## src/sv/diff_drive_odometry_integrator_top_assert.svh

```systemverilog
// Assertion macros for the odometry integrator
`ifndef DIFF_DRIVE_ODOMETRY_INTEGRATOR_TOP_ASSERT_SVH
`define DIFF_DRIVE_ODOMETRY_INTEGRATOR_TOP_ASSERT_SVH

// same-cycle implication
`define ODO_ASSERT_IMPL(lbl, ante, cons, msg) \
  lbl: assert property (@(posedge clk) disable iff (!rst_n) (ante) |-> (cons)) \
    else $error(msg);

// next-cycle implication
`define ODO_ASSERT_NEXT(lbl, ante, cons, msg) \
  lbl: assert property (@(posedge clk) disable iff (!rst_n) (ante) |=> (cons)) \
    else $error(msg);

`endif

```

## src/sv/odo_pkg.sv

```systemverilog
// Shared constants, types and the arctangent table for the odometry integrator
package odo_pkg;

  localparam int unsigned CORDIC_STEPS = 16;
  localparam logic [31:0] CORDIC_START = 32'd652032874;
  localparam logic [14:0] INV_PI_Q16   = 15'd20861;
  localparam logic [23:0] INV_BASE_RST = 24'd131072;

  typedef struct packed {
    logic busy;
    logic done;
  } cordic_stat_t;

  function automatic logic [31:0] cordic_atan(input logic [3:0] idx);
    logic [31:0] v;
    case (idx)
      4'd0:    v = 32'h20000000;
      4'd1:    v = 32'h12E4051E;
      4'd2:    v = 32'h09FB385B;
      4'd3:    v = 32'h051111D4;
      4'd4:    v = 32'h028B0D43;
      4'd5:    v = 32'h0145D7E1;
      4'd6:    v = 32'h00A2F61E;
      4'd7:    v = 32'h00517C55;
      4'd8:    v = 32'h0028BE53;
      4'd9:    v = 32'h00145F2F;
      4'd10:   v = 32'h000A2F98;
      4'd11:   v = 32'h000517CC;
      4'd12:   v = 32'h00028BE6;
      4'd13:   v = 32'h000145F3;
      4'd14:   v = 32'h0000A2FA;
      default: v = 32'h0000517D;
    endcase
    return v;
  endfunction

endpackage

```

## src/sv/odo_if.sv

```systemverilog
// Valid/ready channel interfaces for wheel samples and pose results
interface odo_in_if;
  logic               valid;
  logic               ready;
  logic signed [23:0] left_speed;
  logic signed [23:0] right_speed;
  logic        [15:0] elapsed;
  modport source (output valid, left_speed, right_speed, elapsed, input ready);
  modport sink   (input valid, left_speed, right_speed, elapsed, output ready);
endinterface

interface odo_out_if;
  logic               valid;
  logic               ready;
  logic signed [31:0] pos_x;
  logic signed [31:0] pos_y;
  logic        [16:0] heading;
  logic signed [23:0] fwd_speed;
  logic signed [31:0] turn_rate;
  logic signed [15:0] quat_z;
  logic signed [15:0] quat_w;
  modport source (output valid, pos_x, pos_y, heading, fwd_speed, turn_rate, quat_z, quat_w,
                  input ready);
  modport sink   (input valid, pos_x, pos_y, heading, fwd_speed, turn_rate, quat_z, quat_w,
                  output ready);
endinterface

```

## src/sv/odo_mul.sv

```systemverilog
// Shared signed multiplier with registered product
module odo_mul (
  input  logic               clk,
  input  logic signed [32:0] a,
  input  logic signed [32:0] b,
  output logic signed [65:0] prod_r
);
  always_ff @(posedge clk) begin
    prod_r <= a * b;
  end
endmodule

```

## src/sv/odo_cordic.sv

```systemverilog
// Iterative rotation-mode CORDIC, one micro-rotation per cycle
module odo_cordic import odo_pkg::*; #(
  parameter int unsigned Steps = CORDIC_STEPS
) (
  input  logic               clk,
  input  logic               rst_n,
  input  logic               start,
  input  logic        [31:0] angle,
  output cordic_stat_t       stat,
  output logic signed [15:0] sin_q,
  output logic signed [15:0] cos_q
);
  localparam int CntW = (Steps > 1) ? $clog2(Steps) : 1;

  logic signed [33:0] x_r, y_r, z_r;
  logic [CntW-1:0]    cnt_r;
  logic               busy_r, done_r, flip_r;
  logic               flip_s;
  logic [31:0]        a_s;
  logic signed [33:0] dx, dy, at, xs, ys;

  function automatic logic signed [15:0] sat16(input logic signed [33:0] v);
    if (v > 34'sd32767)       return 16'sh7FFF;
    else if (v < -34'sd32768) return 16'sh8000;
    else                      return v[15:0];
  endfunction

  always_comb begin
    flip_s = (angle[31:30] == 2'd1) || (angle[31:30] == 2'd2);
    a_s    = flip_s ? (angle + 32'h8000_0000) : angle;
    dx     = y_r >>> cnt_r;
    dy     = x_r >>> cnt_r;
    at     = {2'b00, cordic_atan(4'(cnt_r))};
    xs     = x_r >>> 15;
    ys     = y_r >>> 15;
    if (flip_r) begin
      xs = -xs;
      ys = -ys;
    end
    cos_q = sat16(xs);
    sin_q = sat16(ys);
  end

  always_ff @(posedge clk) begin
    if (!rst_n) begin
      busy_r <= 1'b0;
      done_r <= 1'b0;
      cnt_r  <= '0;
    end else begin
      done_r <= 1'b0;
      if (start) begin
        busy_r <= 1'b1;
        cnt_r  <= '0;
        flip_r <= flip_s;
        x_r    <= {2'b00, CORDIC_START};
        y_r    <= '0;
        z_r    <= {{2{a_s[31]}}, a_s};
      end else if (busy_r) begin
        if (!z_r[33]) begin
          x_r <= x_r - dx;
          y_r <= y_r + dy;
          z_r <= z_r - at;
        end else begin
          x_r <= x_r + dx;
          y_r <= y_r - dy;
          z_r <= z_r + at;
        end
        if (cnt_r == CntW'(Steps - 1)) begin
          busy_r <= 1'b0;
          done_r <= 1'b1;
        end else begin
          cnt_r <= cnt_r + 1'b1;
        end
      end
    end
  end

  assign stat.busy = busy_r;
  assign stat.done = done_r;
endmodule

```

## src/sv/diff_drive_odometry_integrator_top.sv

```systemverilog
// Top level of the differential-drive odometry integrator
//
//  channel | dir | handshake        | payload
//  in_ch   | in  | valid/ready      | left_speed, right_speed, elapsed
//  out_ch  | out | valid/ready      | pos_x, pos_y, heading, fwd_speed, turn_rate, quat_z/w
//  cfg_*   | in  | write enable     | inv_wheel_base (24 bit)
//
// Each item needs two passes through the single CORDIC plus seven trips through the
// shared multiplier. in_ch.ready is high only while the sequencer idles; a finished
// result sits in the output register, so a new item is taken while it waits.
// Completion stalls if the previous result is still untaken. Reset is synchronous:
// pose clears, base = 1/0.5 m.
`include "diff_drive_odometry_integrator_top_assert.svh"
module diff_drive_odometry_integrator_top import odo_pkg::*; #(
  parameter int unsigned CordicSteps = CORDIC_STEPS
) (
  input  logic        clk,
  input  logic        rst_n,
  input  logic        cfg_we,
  input  logic [23:0] cfg_wdata,
  odo_in_if.sink      in_ch,
  odo_out_if.source   out_ch
);
  localparam logic [3:0] ST_IDLE = 4'd0;
  localparam logic [3:0] ST_TURN = 4'd1;  // product diff*inv
  localparam logic [3:0] ST_DTK  = 4'd2;  // saturate turn, dt*K
  localparam logic [3:0] ST_TH   = 4'd3;  // turn*(dt*K)
  localparam logic [3:0] ST_HD   = 4'd4;  // wait first CORDIC
  localparam logic [3:0] ST_CDT  = 4'd5;  // cos*dt
  localparam logic [3:0] ST_CF   = 4'd6;  // *fwd
  localparam logic [3:0] ST_SDT  = 4'd7;  // x update, sin*dt
  localparam logic [3:0] ST_SF   = 4'd8;  // *fwd
  localparam logic [3:0] ST_Y    = 4'd9;  // y and heading update, CORDIC for half angle
  localparam logic [3:0] ST_C2   = 4'd10; // wait CORDIC
  localparam logic [3:0] ST_OUT  = 4'd11; // load result register
  localparam logic [3:0] ST_HS   = 4'd12; // capture heading step

  logic [3:0]         state_r, state_nxt;
  logic [23:0]        inv_r;
  logic signed [23:0] fwd_r;
  logic signed [24:0] diff_r;
  logic        [15:0] dt_r;
  logic signed [31:0] turn_r, acc_x_r, acc_y_r;
  logic        [16:0] acc_hd_r, hd_step_r, hd_new;
  logic signed [32:0] mul_a, mul_b;
  logic signed [65:0] prod_r;
  logic               cs_start;
  logic        [31:0] cs_angle;
  cordic_stat_t       cs_stat;
  logic signed [15:0] cs_sin, cs_cos;
  logic signed [24:0] lr_sum;
  logic               out_valid_r, out_load, in_take;
  logic signed [33:0] pos_sum;

  function automatic logic signed [31:0] sat32(input logic signed [49:0] v);
    if (v > 50'sd2147483647)       return 32'sh7FFF_FFFF;
    else if (v < -50'sd2147483648) return 32'sh8000_0000;
    else                           return v[31:0];
  endfunction

  odo_mul u_mul (.clk(clk), .a(mul_a), .b(mul_b), .prod_r(prod_r));

  odo_cordic #(.Steps(CordicSteps)) u_cordic (
    .clk(clk), .rst_n(rst_n), .start(cs_start), .angle(cs_angle),
    .stat(cs_stat), .sin_q(cs_sin), .cos_q(cs_cos)
  );

  assign in_ch.ready = (state_r == ST_IDLE);
  assign in_take     = in_ch.valid && in_ch.ready;
  assign lr_sum      = 25'(in_ch.left_speed) + 25'(in_ch.right_speed);
  assign hd_new      = acc_hd_r + hd_step_r;
  assign out_load    = (state_r == ST_OUT) && (!out_valid_r || out_ch.ready);

  // position accumulator add, x or y depending on state; product term is signed
  always_comb begin
    if (state_r == ST_SDT) pos_sum = 34'(acc_x_r) + 34'($signed(prod_r[63:31]));
    else                   pos_sum = 34'(acc_y_r) + 34'($signed(prod_r[63:31]));
  end

  always_comb begin
    cs_start = 1'b0;
    cs_angle = {acc_hd_r[15:0], 16'h0000};
    if (in_take) cs_start = 1'b1;
    if (state_r == ST_Y) begin
      cs_start = 1'b1;
      cs_angle = {hd_new, 15'h0000};
    end
  end

  // operand select for the shared multiplier
  always_comb begin
    mul_a = '0;
    mul_b = '0;
    unique case (state_r) inside
      ST_TURN: begin mul_a = 33'(diff_r); mul_b = {9'd0, inv_r}; end
      ST_DTK:  begin mul_a = {17'd0, dt_r}; mul_b = {18'd0, INV_PI_Q16}; end
      ST_TH:   begin mul_a = 33'(turn_r); mul_b = prod_r[32:0]; end
      ST_CDT:  begin mul_a = {17'd0, dt_r}; mul_b = 33'(cs_cos); end
      ST_CF, ST_SF: begin mul_a = prod_r[32:0]; mul_b = 33'(fwd_r); end
      ST_SDT:  begin mul_a = {17'd0, dt_r}; mul_b = 33'(cs_sin); end
      default: begin mul_a = '0; mul_b = '0; end
    endcase
  end

  always_comb begin
    state_nxt = state_r;
    unique case (state_r)
      ST_IDLE: if (in_take) state_nxt = ST_TURN;
      ST_TURN: state_nxt = ST_DTK;
      ST_DTK:  state_nxt = ST_TH;
      ST_TH:   state_nxt = ST_HS;
      ST_HS:   state_nxt = ST_HD;
      ST_HD:   if (!cs_stat.busy) state_nxt = ST_CDT;
      ST_CDT:  state_nxt = ST_CF;
      ST_CF:   state_nxt = ST_SDT;
      ST_SDT:  state_nxt = ST_SF;
      ST_SF:   state_nxt = ST_Y;
      ST_Y:    state_nxt = ST_C2;
      ST_C2:   if (cs_stat.done) state_nxt = ST_OUT;
      ST_OUT:  if (out_load) state_nxt = ST_IDLE;
      default: state_nxt = ST_IDLE;
    endcase
  end

  always_ff @(posedge clk) begin
    if (!rst_n) begin
      state_r     <= ST_IDLE;
      inv_r       <= INV_BASE_RST;
      acc_x_r     <= '0;
      acc_y_r     <= '0;
      acc_hd_r    <= '0;
      out_valid_r <= 1'b0;
    end else begin
      state_r <= state_nxt;
      if (cfg_we) inv_r <= cfg_wdata;
      if (in_take) begin
        fwd_r  <= lr_sum[24:1];
        diff_r <= 25'(in_ch.right_speed) - 25'(in_ch.left_speed);
        dt_r   <= in_ch.elapsed;
      end
      if (state_r == ST_DTK) turn_r <= sat32(prod_r[65:16]);
      // product is valid only in the cycle right after ST_TH
      if (state_r == ST_HS) hd_step_r <= prod_r[49:33];
      if (state_r == ST_SDT) acc_x_r <= sat32(50'(pos_sum));
      if (state_r == ST_Y) begin
        acc_y_r  <= sat32(50'(pos_sum));
        acc_hd_r <= hd_new;
      end
      if (out_load) begin
        out_valid_r      <= 1'b1;
        out_ch.pos_x     <= acc_x_r;
        out_ch.pos_y     <= acc_y_r;
        out_ch.heading   <= acc_hd_r;
        out_ch.fwd_speed <= fwd_r;
        out_ch.turn_rate <= turn_r;
        out_ch.quat_z    <= cs_sin;
        out_ch.quat_w    <= cs_cos;
      end else if (out_ch.ready) begin
        out_valid_r <= 1'b0;
      end
    end
  end

  assign out_ch.valid = out_valid_r;

  `ODO_ASSERT_NEXT(a_busy_after_take, in_take, !in_ch.ready, "ready high after an item")
  `ODO_ASSERT_IMPL(a_cordic_free, cs_start, !cs_stat.busy, "CORDIC restarted while busy")
  `ODO_ASSERT_IMPL(a_out_free, out_load, !out_valid_r || out_ch.ready, "result overwritten")
endmodule
```

## src/flat_wrapper.sv

```systemverilog
// flat-port wrapper written by rule: the top's interface ports become plain ports
module diff_drive_odometry_integrator_top_flat import odo_pkg::*;
#(
  parameter int unsigned CordicSteps = CORDIC_STEPS
)
  (clk, rst_n, cfg_we, cfg_wdata, in_ch_valid, in_ch_left_speed, in_ch_right_speed, in_ch_elapsed, in_ch_ready, out_ch_valid, out_ch_pos_x, out_ch_pos_y, out_ch_heading, out_ch_fwd_speed, out_ch_turn_rate, out_ch_quat_z, out_ch_quat_w, out_ch_ready);
  odo_in_if in_ch_i ();
  odo_out_if out_ch_i ();
  input  logic clk;
  input  logic rst_n;
  input  logic cfg_we;
  input  logic [23:0] cfg_wdata;
  input wire logic [$bits(in_ch_i.valid)-1:0] in_ch_valid;
  input wire logic [$bits(in_ch_i.left_speed)-1:0] in_ch_left_speed;
  input wire logic [$bits(in_ch_i.right_speed)-1:0] in_ch_right_speed;
  input wire logic [$bits(in_ch_i.elapsed)-1:0] in_ch_elapsed;
  output wire logic [$bits(in_ch_i.ready)-1:0] in_ch_ready;
  output wire logic [$bits(out_ch_i.valid)-1:0] out_ch_valid;
  output wire logic [$bits(out_ch_i.pos_x)-1:0] out_ch_pos_x;
  output wire logic [$bits(out_ch_i.pos_y)-1:0] out_ch_pos_y;
  output wire logic [$bits(out_ch_i.heading)-1:0] out_ch_heading;
  output wire logic [$bits(out_ch_i.fwd_speed)-1:0] out_ch_fwd_speed;
  output wire logic [$bits(out_ch_i.turn_rate)-1:0] out_ch_turn_rate;
  output wire logic [$bits(out_ch_i.quat_z)-1:0] out_ch_quat_z;
  output wire logic [$bits(out_ch_i.quat_w)-1:0] out_ch_quat_w;
  input wire logic [$bits(out_ch_i.ready)-1:0] out_ch_ready;
  assign in_ch_i.valid = in_ch_valid;
  assign in_ch_i.left_speed = in_ch_left_speed;
  assign in_ch_i.right_speed = in_ch_right_speed;
  assign in_ch_i.elapsed = in_ch_elapsed;
  assign in_ch_ready = in_ch_i.ready;
  assign out_ch_valid = out_ch_i.valid;
  assign out_ch_pos_x = out_ch_i.pos_x;
  assign out_ch_pos_y = out_ch_i.pos_y;
  assign out_ch_heading = out_ch_i.heading;
  assign out_ch_fwd_speed = out_ch_i.fwd_speed;
  assign out_ch_turn_rate = out_ch_i.turn_rate;
  assign out_ch_quat_z = out_ch_i.quat_z;
  assign out_ch_quat_w = out_ch_i.quat_w;
  assign out_ch_i.ready = out_ch_ready;
  diff_drive_odometry_integrator_top #(.CordicSteps(CordicSteps)) u_core (.clk(clk), .rst_n(rst_n), .cfg_we(cfg_we), .cfg_wdata(cfg_wdata), .in_ch(in_ch_i), .out_ch(out_ch_i));
endmodule
```

## config.mk

```make
export PLATFORM = sky130hd
export DESIGN_NAME = diff_drive_odometry_integrator_top_flat
export DESIGN_NICKNAME = d
export VERILOG_FILES = /design/src/sv/odo_pkg.sv /design/src/sv/odo_if.sv /design/src/sv/odo_mul.sv /design/src/sv/odo_cordic.sv /design/src/sv/diff_drive_odometry_integrator_top.sv /design/src/flat_wrapper.sv
export VERILOG_INCLUDE_DIRS = /design/src /design/src/sv
export SDC_FILE = /design/constraint.sdc
export NUM_CORES = 2
export LEC_CHECK = 0
export ABC_AREA = 1
export BUFFER_PORTS_ARGS = -buffer_cell sky130_fd_sc_hd__buf_2
export CAP_MARGIN = 30
export CELL_PAD_IN_SITES_DETAIL_PLACEMENT = 0
export CELL_PAD_IN_SITES_GLOBAL_PLACEMENT = 2
export CORE_ASPECT_RATIO = 1.75
export CORE_UTILIZATION = 43
export CTS_CLUSTER_DIAMETER = 50
export DETAILED_ROUTE_END_ITERATION = 16
export HOLD_SLACK_MARGIN = 0.03
export MAX_ROUTING_LAYER = met4
export PLACE_DENSITY = 0.9
export SLEW_MARGIN = 15
export SYNTH_ARGS = -nofsm -noshare
export SYNTH_HDL_FRONTEND = slang
export SYNTH_SLANG_ARGS = --single-unit
export TNS_END_PERCENT = 5
```

## constraint.sdc

```tcl
create_clock -name clk -period 34.9 [get_ports clk]
set_clock_uncertainty 0.05 [all_clocks]
set_input_delay 1.745 -clock clk [delete_from_list [all_inputs] [get_ports clk]]
set_output_delay 1.745 -clock clk [all_outputs]
set_load 0.02 [all_outputs]
```

* After elaboration in Yosys (flattened, before gate mapping)
Memory sizes are Yosys's and may differ from the RTL's. A register that Yosys moved wholly into a read port is not among the register bits.
Index checks and enable logic that the tools add are counted.
Widths: inputs -> output; s select.
** Cells by class
- $add $sub $neg :: 15
- $mul :: 1
- Magnitude comparators :: 8
- Equality and inequality tests :: 19
- Shift-type cells :: 2
- Muxes and demuxes :: 36
- Bitwise logic cells :: 3
- Reductions and logical operators :: 20
** Operator list (number)
- $mux 34 :: 10
- $pmux 33 s6 :: 1
- $mux 32 :: 5
- $pmux 33 s4 :: 1
- $add 32x33->34 :: 2
- $add 34x34->34 :: 2
- $gt 34x16->1 const B :: 2
- $lt 34x16->1 const B :: 2
- $neg 19->34 :: 2
- $sshr 34x4->34 :: 2
- $sub 34x34->34 :: 2
- $mul 33x33->66 :: 1
- $mux 16 :: 4
- $pmux 4 s13 :: 1
- $gt 50x32->1 const B :: 1
- $lt 50x32->1 const B :: 1
- $add 34x33->34 :: 1
- $gt 34x32->1 const B :: 1
- $lt 34x32->1 const B :: 1
- $sub 34x33->34 :: 1
- $add 32x32->32 const B :: 1
- $add 24x24->25 :: 1
- $sub 24x24->25 :: 1
- $eq 4x4->1 const B :: 6
- other kinds (21) :: 52
** Word-level totals
- Register bits after elaboration :: 568
- ROM bits :: 480
- Bits of input ports :: 93
- Output and inout bits :: 171
- Word-level logic and storage cells :: 131
- Memories kept :: 1
** Memory list
- (no name shown) :: words 16, width 30, read ports 1, clocked after Yosys merged registers in 1, write ports 0, line odo_pkg.sv:16 : case (idx)

* Depth between registers and ports, before layout
- Word-level depth :: 7
- Depth in mapped cells :: 49
- Mapped depth without buffers :: 47

* By module
A second synthesis with hierarchy kept.
** Unflattened totals
- Cells, all modules :: 10654
- Area, all modules :: 81074.0 µm²
** Modules (own cells, without submodules)
- odo_mul :: times used 1, cells each 5468, area each 42874.9 µm²
- diff_drive_odometry_integrator_top :: times used 1, cells each 2381, area each 20813.7 µm²
- odo_cordic :: times used 1, cells each 2805, area each 17385.4 µm²

* Least setup slack after synthesis
Ideal clock, no wire load.
- Path type :: input -> register
- Start :: input rst_n
- End :: register u_core.out_ch.fwd_speed[0] (enable)
- Library setup time :: 1112 ps
- Arrival time :: 17952 ps
- Data required time :: 33738 ps
- Slack :: 15786 ps
- Stages :: 3
- Path buffers :: 1
- Cell sequence :: inv_1 > clkbuf_1 > nor4_1
** On the way
- Longest elaborated chain between the ends :: 1
** RTL lines
- start: declaration :: line flat_wrapper.sv:10 : input logic rst_n;
- $reduce_and 2->1 (no source line)
- end signal: assignment :: line diff_drive_odometry_integrator_top.sv:154 : out_ch.fwd_speed <= fwd_r;
- end: declaration :: line odo_if.sv:22 : modport source (output valid, pos_x, pos_y, heading, fwd_speed, turn_rate, quat_z, quat_w,
No other way between the ends.
A chain may end at the register's enable or synchronous reset.

* Worst setup path in the final report
- Start :: register u_core.u_cordic.x_r[15]
- End :: register u_core.u_mul.prod_r[55]
** On the way
- Longest elaborated chain between the ends :: 7
- Elaborated cells between the ends (all ways) :: 8
** RTL lines
- start: declaration :: line odo_cordic.sv:15 : logic signed [33:0] x_r, y_r, z_r;
- start signal: assignment :: line odo_cordic.sv:55 : x_r <= {2'b00, CORDIC_START};
- start signal: assignment :: line odo_cordic.sv:60 : x_r <= x_r - dx;
- start signal: assignment :: line odo_cordic.sv:64 : x_r <= x_r + dx;
- $neg 19->34 :: line odo_cordic.sv:37 : xs = -xs;
- $mux 34 (*) :: line odo_cordic.sv:36 : if (flip_r) begin
- $lt 34x16->1 :: line odo_cordic.sv:24 : else if (v < -34'sd32768) return 16'sh8000;
- $mux 16 :: line odo_cordic.sv:24
- $mux 16 (*) :: line odo_cordic.sv:23 : if (v > 34'sd32767) return 16'sh7FFF;
- via u_core.cs_cos[13] :: line diff_drive_odometry_integrator_top.sv:50 : logic signed [15:0] cs_sin, cs_cos;
- $pmux 33 s6 (*) :: line diff_drive_odometry_integrator_top.sv:94 : unique case (state_r) inside
- $mul 33x33->66 (*) :: line odo_mul.sv:9 : prod_r <= a * b;
- end signal: assignment :: line odo_mul.sv:9
- end: declaration :: line odo_mul.sv:6 : output logic signed [65:0] prod_r
The timed path passes the listed nets; every way through them passes the cells marked *.

==> impl_metrics.json <==
{
  "result_of_the_run": "finished clean",
  "number_of_standard_cells_after_synthesis": 9722,
  "share_of_synthesized_area_occupied_by_flip_flops_and_latches_pct": 20.3,
  "antenna_found_initial": 28,
  "timing.max_cap.violations": 0,
  "power.static_leakage_nw": 42.5,
  "cp.arrival_ns": 11.65,
  "boundaryPins": 264,
  "row_count": 206,
  "via_per_inst": 5.51,
  "detailedRoute.firstPassIterationCount": 6,
  "crit_slowest_cell": "sky130_fd_sc_hd__nor3_1",
  "initial_core_util_pct": 43.4,
  "root_buffer": "sky130_fd_sc_hd__clkbuf_16",
  "cp.depth": 39,
  "layout_stage_area_growth_over_the_synthesis_result_pct": 8.82,
  "clock_slew_at_the_register_clock_pins_of_the_worst_setup_and_hold_paths_ns": 0.06,
  "max_freq_mhz": 89.9,
  "gp_routability_congestion": 1.04,
  "hold_buf_count_cts": 0,
  "timing.critical_path.fanout_max": 32,
  "vdd_drop_max_mv": 0.113,
  "finalSetupViolations": 0,
  "placement.cell_area_um2": 82000,
  "final_tns_setup_ns": 0,
  "h_tree_lvls": 3,
  "postRouteAntennaNets": 0,
  "max_slew_margin_pct": 21.1,
  "timing.critical_path.max_delay_family": "adder cells",
  "detailroute.via_count": 67969,
  "buffers_plus_inverters_on_the_worst_setup_path": 7,
  "switching_power_w": 0.00567,
  "power.share.switching_pct": 59.5,
  "first_global_vias": 71933,
  "detail_route.wl_per_cell_um": 26.6,
  "final_nets": 11526,
  "fp.dieW_um": 324,
  "drt-initial-drc-count": 4793,
  "period_minus_slack_ns": 11.12,
  "grt_first_pass_wirelength_um": 475000,
  "min-delay-path-class": "flop to flop",
  "netlist_top_cells_area": "sky130_fd_sc_hd__fa_1, sky130_fd_sc_hd__edfxtp_1, sky130_fd_sc_hd__inv_1",
  "setup.worst_path.end_class": "flop",
  "port_buffers": 263,
  "pwr-share-clk_pct": 9.7,
  "seqPwrFrac_pct": 13.2,
  "netlist.area_leader.share_pct": 29.5,
  "fp.dieArea_um2": 184000,
  "setup.worst_path.start_class": "flop",
  "pwr-share-comb_pct": 77.1,
  "postSynthNetCount": 11393,
  "cp_data_required_time_ns": 35.43,
  "hold_violations": 0,
  "synth_enable_flop_cells": 386,
  "synthMostInstantiatedCell": "sky130_fd_sc_hd__inv_1",
  "dieHeight_um": 566,
  "r2r_cells": 39,
  "grt_remaining_overflow": 0,
  "layout_worst_path_cycle_share_pct": 31.9,
  "placeableCoreArea_um2": 180000,
  "clk_latency_ns": 0.71,
  "drc_errors": 0,
  "layout.cell_area.non_filler_um2": 85000,
  "detailed_place_hpwl_um": 267000,
  "tritoncts": "done",
  "worst_path_largest_cell_delay_ns": 0.69,
  "finalMaxSlewViolations": 0,
  "cts_inserted_buffers": 83,
  "worst_slew_pin_slew_ns": 1.18,
  "synth-warning-count": 0,
  "netlist_area_um2": 78100,
  "largest_net_degree_at_the_start_of_global_routing": 121,
  "rsz_0062_raised_after_global_routing": "no",
  "syn_area_per_cell_um2": 8.04,
  "final_layout_size_suffix_gt1_share_pct": 7.32,
  "globalRouteTotalUtil_pct": 37.2,
  "setup.worst_path.class": "flop to flop",
  "synth_flop_cell": "sky130_fd_sc_hd__edfxtp_1",
  "worstHoldPathCells": 0,
  "synth_async_sr_flop_share_pct": 0,
  "cts_resized": 0,
  "drt-total-wl_um": 328000,
  "yosys.area.top_type": "sky130_fd_sc_hd__fa_1",
  "commonest_cells_post_synth": "sky130_fd_sc_hd__inv_1, sky130_fd_sc_hd__nand2_1, sky130_fd_sc_hd__fa_1",
  "clk_path_buf_depth": 3,
  "clock-sinks": 598,
  "yosys.cell_types.count": 67,
  "post_cts_buffers": 0,
  "ys_ff_latch": 598,
  "power-per-cell-area_nw_per_um2": 112,
  "internal_power_w": 0.00385
}
## power by group through the flow
stage	sequential, W	clock [W]	combinational (W)
5_1_grt	0.00125	0.000965	0.00800
3_5_place_dp	0.00126	0	0.00718
2_1_floorplan	0.00113	0	0.00463
3_3_place_gp	0.00126	0	0.00715
4_1_cts	0.00124	0.000939	0.00725
6_report	0.00125	0.000927	0.00734
## state kept, by name (all words and copies together), names as in the netlist, 4 cells and up
register and cells:
u_core.acc_hd_r 17, u_core.acc_x_r 32, u_core.acc_y_r 32, u_core.diff_r 25, u_core.dt_r 16, u_core.fwd_r 24
u_core.hd_step_r 17, u_core.inv_r 24, u_core.out_ch.fwd_speed 24, u_core.out_ch.heading 17, u_core.out_ch.pos_x 32, u_core.out_ch.pos_y 32
u_core.out_ch.quat_w 16, u_core.out_ch.quat_z 16, u_core.out_ch.turn_rate 32, u_core.state_r 4, u_core.turn_r 32, u_core.u_cordic.at 30
u_core.u_cordic.cnt_r 4, u_core.u_cordic.x_r 34, u_core.u_cordic.y_r 34, u_core.u_cordic.z_r 34, u_core.u_mul.prod_r 66
## final cells by class
cell class,instances,area [µm²]
clock buffers,97,2240
well taps,2392,2990
diodes,24,60.1
clock inverters,59,724
flip-flops and latches,598,15800
repair buffers,411,2540
multi-input cells,6736,53000
inverters,2025,7600
fillers,17991,95100
## routing by layer
layer,part of all wire (%),GRT usage (%)
met1,32,35.4
met2,51,63.9
met3,5.6,5.80
met4,11,34.3
met5,0,-
## logic make-up after synthesis
| logic type | count (synthesis) | synth area share, % |
|---|---|---|
| XOR/XNOR | 274 | 3.07 |
| flip-flops | 598 | 20.3 |
| adder cells (fa/ha/maj) | 1578 | 36.3 |
| AND/OR/NAND/NOR | 3709 | 19.6 |
| AO/OA/AOI/OAI | 1175 | 8.66 |
| buffers and inverters | 2388 | 12.0 |
## metrics by stage
stage | power [W] | std cells | hold slack, ns | setup WS, ns | util, %
6_report | 0.00952 | 12342 | 0.380 | 23.78 | 47.2
5_1_grt | 0.0102 | 12339 | 0.397 | 23.25 | 47.2
4_1_cts | 0.00943 | 12315 | 0.384 | 23.90 | 47.1
3_5_place_dp | 0.00844 | 12159 | 0.368 | 23.93 | 45.5
3_3_place_gp | 0.00841 | 12152 | 0.363 | 23.95 | 45.4
2_1_floorplan | 0.00576 | 9722 | 0.358 | 15.79 | -
## worst paths after layout
check	end	from	slack, ns
setup reg to reg	u_core.u_mul.prod_r[55]	u_core.u_cordic.x_r[15]	23.78
hold / removal	u_core.out_ch.pos_y[20]	u_core.acc_y_r[20]	0.38
setup / recovery	u_core.u_mul.prod_r[55]	u_core.u_cordic.x_r[15]	23.78
hold reg to reg	u_core.out_ch.pos_y[20]	u_core.acc_y_r[20]	0.38
## worst register-to-register path, delay by kind of cell, from the launching register on
kind                       cells  cell delay [ns]
xor gates and xnor gates       1             0.34
and+or+nand+nor               18             3.53
AOI/OAI and AO/OA              3             1.00
adders and majority gates     10             4.88
DFF                            1             0.51
buffers and inverters          7             0.71
## cells in the final DEF (no fill, tap or decap), types with 9 or more instances in the layout
cell type                    instances
sky130_fd_sc_hd__clkbuf_16          87
sky130_fd_sc_hd__nor4_1             21
sky130_fd_sc_hd__o31ai_1            13
sky130_fd_sc_hd__a221oi_1           25
sky130_fd_sc_hd__or2_2              13
sky130_fd_sc_hd__o21bai_1           28
sky130_fd_sc_hd__xnor2_1            81
sky130_fd_sc_hd__xor2_1            193
sky130_fd_sc_hd__nor3_1             58
sky130_fd_sc_hd__a21oi_1           502
sky130_fd_sc_hd__inv_1            1973
sky130_fd_sc_hd__a22oi_1            17
sky130_fd_sc_hd__nand2_1          1916
sky130_fd_sc_hd__edfxtp_1          386
sky130_fd_sc_hd__buf_2             264
sky130_fd_sc_hd__dfxtp_1           208
sky130_fd_sc_hd__clkinvlp_4          9
sky130_fd_sc_hd__nor2_1            977
sky130_fd_sc_hd__nand4_1            41
sky130_fd_sc_hd__buf_4             138
sky130_fd_sc_hd__a21boi_0           20
sky130_fd_sc_hd__o21a_1             32
sky130_fd_sc_hd__a22o_1             13
sky130_fd_sc_hd__inv_2              30
sky130_fd_sc_hd__fa_1             1151
sky130_fd_sc_hd__o21ai_1            13
sky130_fd_sc_hd__nor2_4             17
sky130_fd_sc_hd__nand2_2            18
sky130_fd_sc_hd__a21o_1             45
sky130_fd_sc_hd__inv_6              15
sky130_fd_sc_hd__diode_2            24
sky130_fd_sc_hd__and3_1             13
sky130_fd_sc_hd__o211ai_1           21
sky130_fd_sc_hd__o21ai_0           333
sky130_fd_sc_hd__ha_1              426
sky130_fd_sc_hd__nand3_1           556
sky130_fd_sc_hd__nor2_2             44
sky130_fd_sc_hd__clkinv_1           28
sky130_fd_sc_hd__a31oi_1            61
(Power assumes the default switching activity.)
